===== src/design/plqc_pkg.sv =====
`timescale 1ns / 1ps
// Shared constants, codes and types for the program line queue controller.
// Depends on nothing; imported by program_line_queue_controller and tb_top.
package plqc_pkg;

  localparam int QUEUE_DEPTH = 64;
  localparam int LINE_LIMIT  = 128;
  localparam int ENTRY_WIDTH = 64;

  localparam int PTR_W = (QUEUE_DEPTH > 1) ? $clog2(QUEUE_DEPTH) : 1;
  localparam int CNT_W = $clog2(QUEUE_DEPTH + 1);

  // Port field widths, fixed by the stream format.
  localparam int CMD_W    = 3;
  localparam int WORD_W   = 64;
  localparam int LEN_W    = 8;
  localparam int CODE_W   = 4;
  localparam int STAT_W   = 3;
  localparam int RSTATE_W = 2;
  localparam int COUNT_W  = 7;
  localparam int EXEC_W   = 32;

  localparam int IN_DATA_W  = 80;
  localparam int OUT_DATA_W = 120;

  typedef enum logic [CMD_W-1:0] {
    CMD_ADD       = 3'd0,
    CMD_CLEAR     = 3'd1,
    CMD_RUN       = 3'd2,
    CMD_PAUSE     = 3'd3,
    CMD_RESUME    = 3'd4,
    CMD_STOP      = 3'd5,
    CMD_ADVANCE   = 3'd6,
    CMD_SET_ERROR = 3'd7
  } cmd_t;

  typedef enum logic [STAT_W-1:0] {
    STAT_OK       = 3'd0,
    STAT_FULL     = 3'd1,
    STAT_LENGTH   = 3'd2,
    STAT_STATE    = 3'd3,
    STAT_REJECTED = 3'd4
  } status_t;

  typedef enum logic [3:0] {
    RUN_IDLE    = 4'b0001,
    RUN_RUNNING = 4'b0010,
    RUN_PAUSED  = 4'b0100,
    RUN_ERROR   = 4'b1000
  } run_state_t;

  localparam logic [RSTATE_W-1:0] RCODE_IDLE    = 2'd0;
  localparam logic [RSTATE_W-1:0] RCODE_RUNNING = 2'd1;
  localparam logic [RSTATE_W-1:0] RCODE_PAUSED  = 2'd2;
  localparam logic [RSTATE_W-1:0] RCODE_ERROR   = 2'd3;

  function automatic logic [RSTATE_W-1:0] run_code(input run_state_t s);
    logic [RSTATE_W-1:0] c;
    c = RCODE_IDLE;
    unique case (s)
      RUN_IDLE:    c = RCODE_IDLE;
      RUN_RUNNING: c = RCODE_RUNNING;
      RUN_PAUSED:  c = RCODE_PAUSED;
      RUN_ERROR:   c = RCODE_ERROR;
      default:     c = RCODE_IDLE;
    endcase
    return c;
  endfunction

  function automatic logic [PTR_W-1:0] next_pos(input logic [PTR_W-1:0] p);
    return (p == PTR_W'(QUEUE_DEPTH - 1)) ? '0 : p + 1'b1;
  endfunction

endpackage


===== src/design/program_line_queue_controller.sv =====
`timescale 1ns / 1ps
// Program line queue controller: ring queue of entry words plus run control.
// Depends on plqc_pkg.
//
// One command word in gives one result word out, in the cycle after it is
// accepted. A command can be accepted in every cycle in which the result
// register is empty or being taken: the whole command is decoded
// combinationally and applied against the queue pointers and the run state, and
// the result sits in one output register. The head entry comes from the entry
// store's registered read port, addressed by the updated read position, so
// it lands in the output register together with the other fields. The store
// needs no clearing after reset; only entries written since the last reset,
// clear or stop are ever shown.
module program_line_queue_controller (
  input  logic                           clk,
  input  logic                           rst_n,
  input  logic                           in_tvalid,
  output logic                           in_tready,
  // [63:0] line_word, [71:64] line_length, [75:72] check_code, [79:76] zero
  input  logic [plqc_pkg::IN_DATA_W-1:0]  in_tdata,
  // [2:0] cmd
  input  logic [plqc_pkg::CMD_W-1:0]      in_tuser,
  output logic                           out_tvalid,
  input  logic                           out_tready,
  // [2:0] status, [6:3] reject_code, [8:7] run_state, [15:9] line_count,
  // [22:16] free_slots, [54:23] executed_total, [55] head_valid,
  // [119:56] head_word
  output logic [plqc_pkg::OUT_DATA_W-1:0] out_tdata
);
  import plqc_pkg::*;

  logic                   accept;
  cmd_t                   cmd;
  logic [WORD_W-1:0]      line_word;
  logic [LEN_W-1:0]       line_length;
  logic [CODE_W-1:0]      check_code;

  logic [ENTRY_WIDTH-1:0] line_mem [QUEUE_DEPTH];
  logic [ENTRY_WIDTH-1:0] head_r;

  run_state_t             state_r, state_nxt;
  logic [PTR_W-1:0]       wr_pos_r, wr_pos_nxt;
  logic [PTR_W-1:0]       rd_pos_r, rd_pos_nxt;
  logic [CNT_W-1:0]       count_r, count_nxt;
  logic [EXEC_W-1:0]      exec_r, exec_nxt;
  logic                   wr_en;

  status_t                status;
  logic [CODE_W-1:0]      reject;

  logic                   out_valid_r;
  status_t                out_status_r;
  logic [CODE_W-1:0]      out_reject_r;
  logic [RSTATE_W-1:0]    out_rstate_r;
  logic [COUNT_W-1:0]     out_count_r;
  logic [COUNT_W-1:0]     out_free_r;
  logic [EXEC_W-1:0]      out_exec_r;
  logic                   out_hv_r;

  logic                   hv_nxt;
  logic [PTR_W:0]         ring_sum;
  logic [PTR_W-1:0]       ring_wr;

  assign in_tready   = !out_valid_r || out_tready;
  assign accept      = in_tvalid && in_tready;
  assign cmd         = cmd_t'(in_tuser);
  assign line_word   = in_tdata[63:0];
  assign line_length = in_tdata[71:64];
  assign check_code  = in_tdata[75:72];

  always_comb begin
    state_nxt  = state_r;
    wr_pos_nxt = wr_pos_r;
    rd_pos_nxt = rd_pos_r;
    count_nxt  = count_r;
    exec_nxt   = exec_r;
    wr_en      = 1'b0;
    status     = STAT_OK;
    reject     = '0;
    unique case (cmd) inside
      CMD_ADD: begin
        if (count_r == CNT_W'(QUEUE_DEPTH)) begin
          status = STAT_FULL;
        end else if (line_length == '0 || line_length >= LEN_W'(LINE_LIMIT)) begin
          status = STAT_LENGTH;
        end else if (check_code != '0) begin
          status = STAT_REJECTED;
          reject = check_code;
        end else begin
          wr_en      = 1'b1;
          wr_pos_nxt = next_pos(wr_pos_r);
          count_nxt  = count_r + 1'b1;
        end
      end
      CMD_CLEAR, CMD_STOP: begin
        // Clear is refused while a program is live; stop needs one.
        if ((state_r == RUN_RUNNING || state_r == RUN_PAUSED) == (cmd == CMD_CLEAR)) begin
          status = STAT_STATE;
        end else begin
          state_nxt  = RUN_IDLE;
          wr_pos_nxt = '0;
          rd_pos_nxt = '0;
          count_nxt  = '0;
          exec_nxt   = '0;
        end
      end
      CMD_RUN: begin
        if (state_r != RUN_IDLE || count_r == '0) status = STAT_STATE;
        else state_nxt = RUN_RUNNING;
      end
      CMD_PAUSE: begin
        if (state_r != RUN_RUNNING) status = STAT_STATE;
        else state_nxt = RUN_PAUSED;
      end
      CMD_RESUME: begin
        if (state_r != RUN_PAUSED) status = STAT_STATE;
        else state_nxt = RUN_RUNNING;
      end
      CMD_ADVANCE: begin
        if (state_r != RUN_RUNNING) begin
          status = STAT_STATE;
        end else if (count_r == '0) begin
          state_nxt = RUN_IDLE;
        end else begin
          rd_pos_nxt = next_pos(rd_pos_r);
          count_nxt  = count_r - 1'b1;
          exec_nxt   = exec_r + 1'b1;
          if (count_r == CNT_W'(1)) state_nxt = RUN_IDLE;
        end
      end
      CMD_SET_ERROR: state_nxt = RUN_ERROR;
      default:       state_nxt = RUN_ERROR;
    endcase
  end

  assign hv_nxt = (state_nxt == RUN_RUNNING) && (count_nxt != '0);

  // Running always implies a non-empty queue, so an add never writes the
  // entry that the head read picks up in the same cycle.
  always_ff @(posedge clk) begin
    if (accept) begin
      if (wr_en) line_mem[wr_pos_r] <= line_word[ENTRY_WIDTH-1:0];
      head_r <= line_mem[rd_pos_nxt];
    end
  end

  always_ff @(posedge clk) begin
    if (!rst_n) begin
      state_r  <= RUN_IDLE;
      wr_pos_r <= '0;
      rd_pos_r <= '0;
      count_r  <= '0;
      exec_r   <= '0;
    end else if (accept) begin
      state_r  <= state_nxt;
      wr_pos_r <= wr_pos_nxt;
      rd_pos_r <= rd_pos_nxt;
      count_r  <= count_nxt;
      exec_r   <= exec_nxt;
    end
  end

  always_ff @(posedge clk) begin
    if (!rst_n) begin
      out_valid_r <= 1'b0;
    end else if (accept) begin
      out_valid_r <= 1'b1;
    end else if (out_tready) begin
      out_valid_r <= 1'b0;
    end
  end

  always_ff @(posedge clk) begin
    if (accept) begin
      out_status_r <= status;
      out_reject_r <= reject;
      out_rstate_r <= run_code(state_nxt);
      out_count_r  <= COUNT_W'(count_nxt);
      out_free_r   <= COUNT_W'(CNT_W'(QUEUE_DEPTH) - count_nxt);
      out_exec_r   <= exec_nxt;
      out_hv_r     <= hv_nxt;
    end
  end

  assign out_tvalid = out_valid_r;
  assign out_tdata  = {(out_hv_r ? WORD_W'(head_r) : {WORD_W{1'b0}}), out_hv_r,
                       out_exec_r, out_free_r, out_count_r, out_rstate_r,
                       out_reject_r, out_status_r};

  // Write position must always sit count entries past the read position.
  assign ring_sum = {1'b0, rd_pos_r} + (PTR_W+1)'(count_r);
  assign ring_wr  = (ring_sum >= (PTR_W+1)'(QUEUE_DEPTH)) ?
                    PTR_W'(ring_sum - (PTR_W+1)'(QUEUE_DEPTH)) : PTR_W'(ring_sum);

  a_count_bound: assert property (@(posedge clk) disable iff (!rst_n)
    count_r <= CNT_W'(QUEUE_DEPTH))
    else $error("queue count exceeds depth");

  a_run_nonempty: assert property (@(posedge clk) disable iff (!rst_n)
    state_r == RUN_RUNNING |-> count_r != '0)
    else $error("running with an empty queue");

  a_ring_consistent: assert property (@(posedge clk) disable iff (!rst_n)
    wr_pos_r == ring_wr)
    else $error("write position out of step with read position and count");

  a_exec_step: assert property (@(posedge clk) disable iff (!rst_n)
    accept |=> (exec_r == $past(exec_r) || exec_r == $past(exec_r) + 1'b1 ||
                exec_r == '0))
    else $error("executed total moved by more than one");

  a_result_follows: assert property (@(posedge clk) disable iff (!rst_n)
    accept |=> out_valid_r)
    else $error("accepted command produced no result");

endmodule


===== config.mk =====
export PLATFORM = sky130hd
export DESIGN_NAME = program_line_queue_controller
export DESIGN_NICKNAME = d
export VERILOG_FILES = /design/src/design/plqc_pkg.sv /design/src/design/program_line_queue_controller.sv
export SDC_FILE = /design/constraint.sdc
export NUM_CORES = 2
export LEC_CHECK = 0
export BUFFER_PORTS_ARGS = -buffer_cell sky130_fd_sc_hd__buf_2
export CAP_MARGIN = 25
export CORE_MARGIN = 2
export CORE_UTILIZATION = 50
export CTS_CLUSTER_SIZE = 16
export DETAILED_ROUTE_END_ITERATION = 8
export GPL_TIMING_DRIVEN = 1
export PLACE_DENSITY_LB_ADDON = 0.25
export SYNTH_ARGS = -nofsm -noshare
export SYNTH_HDL_FRONTEND = slang
export SYNTH_SLANG_ARGS = --single-unit

===== constraint.sdc =====
create_clock -name clk -period 8.98 [get_ports clk]
set_input_delay 0.898 -clock clk [delete_from_list [all_inputs] [get_ports clk]]
set_output_delay 0.898 -clock clk [all_outputs]
set_load 0.02 [all_outputs]

==> results.txt <==
DP HPWL = 238 mm
CP Cell Sequence = inv_1, ha_1, or4b_4, o211ai_4, nand2_1, o21ai_1, and3_4, buf_4, buf_4, a32oi_1, nand4_1, and4_1, nand4_1
Slew @ Worst Pin = 1.14 ns
site row count = 211
fraction of layout cells with a size suffix above 1 = 9.64%
Power Total = 40.6 mW
minimum clock period = 5.46 ns
antenna-violating nets left = 0
die height = 579 um
Final Slew Violations = 0
Fill cells = 25200
Peak VDD IR = 173 uV
RSZ-0062 raised after global routing = no
Final Skew = 0.0551 ns
Worst EP required = 9.68 ns
Design Area, Final = 0.186 mm^2
max-cap violations = 0
syn_area_per_cell = 14.7 um^2
critical path class = reg2reg
Clk Latency, worst-skew pair = 0.98 ns
Post-synth top flop = edfxtp_1
All-Layer GR Usage = 28.5%
Worst setup EP type = flip-flop
Area Growth Syn to Fin = 12.3%
WHS Path Cells = 1
crit share post-route = 60.8%
clock root buffer = clkbuf_16
initial DRC count = 14800
hold endpoint = line_mem[27][35]
TNS Setup = 0 ns
hold-fix buffers at CTS = 0
TritonCTS clock tree = done
Post-synth EDFFs = 4215
slowest CP cell = buf_4
Synth cell types = 66
crit path buf inv count = 3
Area contributors post-synth = edfxtp_1 77%, nand2_1 6.6%, mux2i_1 4.0%, nand3_1 2.9%, a32oi_1 2.7%
Core Footprint = 0.330 mm^2
Hold Crit Class = in2reg
Mapped Area = 0.165 mm^2
Seq cells post-synth = 4271
status = finished clean
Critical Path Source = count_r[1]
final WL = 486 mm
largest net degree at the start of global routing = 190
DP Area = 0.172 mm^2
mean routed wirelength per cell = 30.2 um
Rel. slew slack = 23.9%
R2R setup slack = 3.52 ns
via count = 102000
Net count, final = 11500
total CTS buffers = 419
Worst Reg-to-Reg Cells = 13
Die Wd = 579 um
gpl congestion = 0.806
Post-CTS Setup Bufs = 0
vias per cell = 6.32
reg2reg start = count_r[1]
Finished Core Util = 56.3%
Starting Density = 50.1%
Worst setup SP type = flip-flop
final setup vio count = 0
sequential fraction of the synthesis area = 77.2%
delay-heaviest family, CP = simple AND/OR/NAND/NOR gates
clk sink count = 4271
r2r endpoint = head_r[58]
post-synth top area cell = edfxtp_1
Yosys Warn Count = 0
IO Port Bufs = 204
Ports = 209
CTS Buffer Depth = 4
first-pass GRT wire length = 685 mm
hold_sp = in_tdata[35]
WHS = 0.163 ns
leakage dissipation = 64.0 nW
final hold violation count = 0
DRT Pass-1 Iters = 6
WP data arrival = 6.15 ns
P per Cell Area = 218 mW/mm^2
Synth top area share = 76.6%
Post-Synthesis Cells = 11200
crit-path max cell delay = 0.72 ns
Mapped Nets = 11300
vias in the first global route = 96800
die area = 0.335 mm^2
DRC viols = 0
Async SR Flop Fraction = 0%
clk slew on worst S/H paths = 0.06 ns
initial antenna violation count = 34
# H-tree levels = 5
FMAX = 183 MHz
maximum fanout along the worst path = 44
Resize count post-CTS = 0
total congestion overflow = 0
state kept, by name, indices dropped and copies added, names as in the netlist:
register      count
out_count_r       7
out_free_r        6
count_r           7
head_r           64
exec_r           32
out_exec_r       32
out_tvalid        1
out_status_r      3
out_rstate_r      2
wr_pos_r          6
out_reject_r      4
out_hv_r          1
state_r           4
rd_pos_r          6
line_mem       4096
worst max path at each step:
stage                       to  slack, ns  cells after the start
2_1_floorplan  line_mem[40][0]       2.20                      8
3_3_place_gp        head_r[59]       3.07                     13
3_5_place_dp        head_r[59]       3.02                     13
4_1_cts             head_r[59]       3.39                     13
5_1_grt             head_r[33]       3.39                     13
6_report            head_r[58]       3.52                     13
area by class of cell:
cell class	instances	area [um^2]	share of cell area, %
clock buffers	504	10900	5.87
clock inverters	260	2350	1.27
multi-input cells	6220	34900	18.8
flip-flops and latches	4271	128000	68.8
inverters	14	60.1	0.0324
well taps	4366	5460	2.94
diodes	10	25.0	0.0135
repair buffers	468	4220	2.27
per-stage QoR:
| stage | instances | worst slack (ns) |
|---|---|---|
| 6_report | 16100 | 3.52 |
| 5_1_grt | 16100 | 3.39 |
| 4_1_cts | 16100 | 3.39 |
| 3_5_place_dp | 15300 | 3.02 |
| 3_3_place_gp | 15300 | 3.07 |
| 2_1_floorplan | 11200 | 2.20 |
report_power, final:
group	internal [mW]	switching, mW	total [mW]
registers	22.0	0.0719	22.1
logic	0.350	1.13	1.48
clock network	9.64	7.39	17.0
total	32.0	8.59	40.6
logic make-up (layout without fill, tap and decap cells):
family          Yosys count  in the layout  share of synthesized area [%]
compound gates          767            767                           3.80
other cells               0             10                              0
fa+ha+maj                 7              7                         0.0530
xor+xnor                 12             12                         0.0636
buf+inv                 734           1246                           2.00
mux                     657            657                           3.98
simple gates           4777           4777                           12.9
flops                  4271           4271                           77.2
cell usage after synthesis, types with 8 or more instances:
| library cell | number |
|---|---|
| and2_1 | 68 |
| nand4_1 | 457 |
| dfxtp_1 | 56 |
| a211oi_1 | 11 |
| buf_4 | 28 |
| inv_1 | 13 |
| nand3_1 | 942 |
| nor3_1 | 36 |
| and4_1 | 68 |
| buf_1 | 43 |
| a31oi_1 | 69 |
| a21oi_1 | 35 |
| a221oi_1 | 65 |
| a32oi_1 | 509 |
| edfxtp_1 | 4215 |
| nand3b_1 | 8 |
| and3_1 | 84 |
| nor2_1 | 164 |
| nand2_1 | 2886 |
| mux2i_1 | 653 |
| clkbuf_1 | 293 |
| nand2b_1 | 11 |
| o21ai_0 | 33 |
| buf_2 | 356 |
layout by cell type (no fill, tap or decap), types with 8 or more instances in the layout:
cell type | netlist | routed
a211oi_1 | 11 | 11
a21oi_1 | 35 | 35
a221oi_1 | 65 | 65
a31oi_1 | 69 | 68
a32oi_1 | 509 | 509
and2_1 | 68 | 68
and3_1 | 84 | 81
and4_1 | 68 | 68
buf_12 | 0 | 89
buf_2 | 356 | 204
buf_4 | 28 | 170
bufinv_16 | 0 | 35
clkbuf_1 | 293 | 81
clkbuf_16 | 0 | 423
clkinv_1 | 1 | 121
clkinv_2 | 0 | 70
dfxtp_1 | 56 | 56
diode_2 | 0 | 10
edfxtp_1 | 4215 | 4215
inv_1 | 13 | 12
inv_6 | 0 | 8
mux2i_1 | 653 | 653
nand2_1 | 2886 | 2885
nand2b_1 | 11 | 11
nand3_1 | 942 | 941
nand3b_1 | 8 | 8
nand4_1 | 457 | 457
nor2_1 | 164 | 101
nor2_4 | 0 | 67
nor3_1 | 36 | 36
o21ai_0 | 33 | 33
per-layer routing:
| metal | share of wire [%] | track usage [%] |
|---|---|---|
| met5 | 0.030 | 0 |
| met4 | 4.1 | 10.5 |
| met3 | 11 | 6.04 |
| met2 | 47 | 45.5 |
| met1 | 38 | 38.6 |
Power figures use the tool's default switching activity.
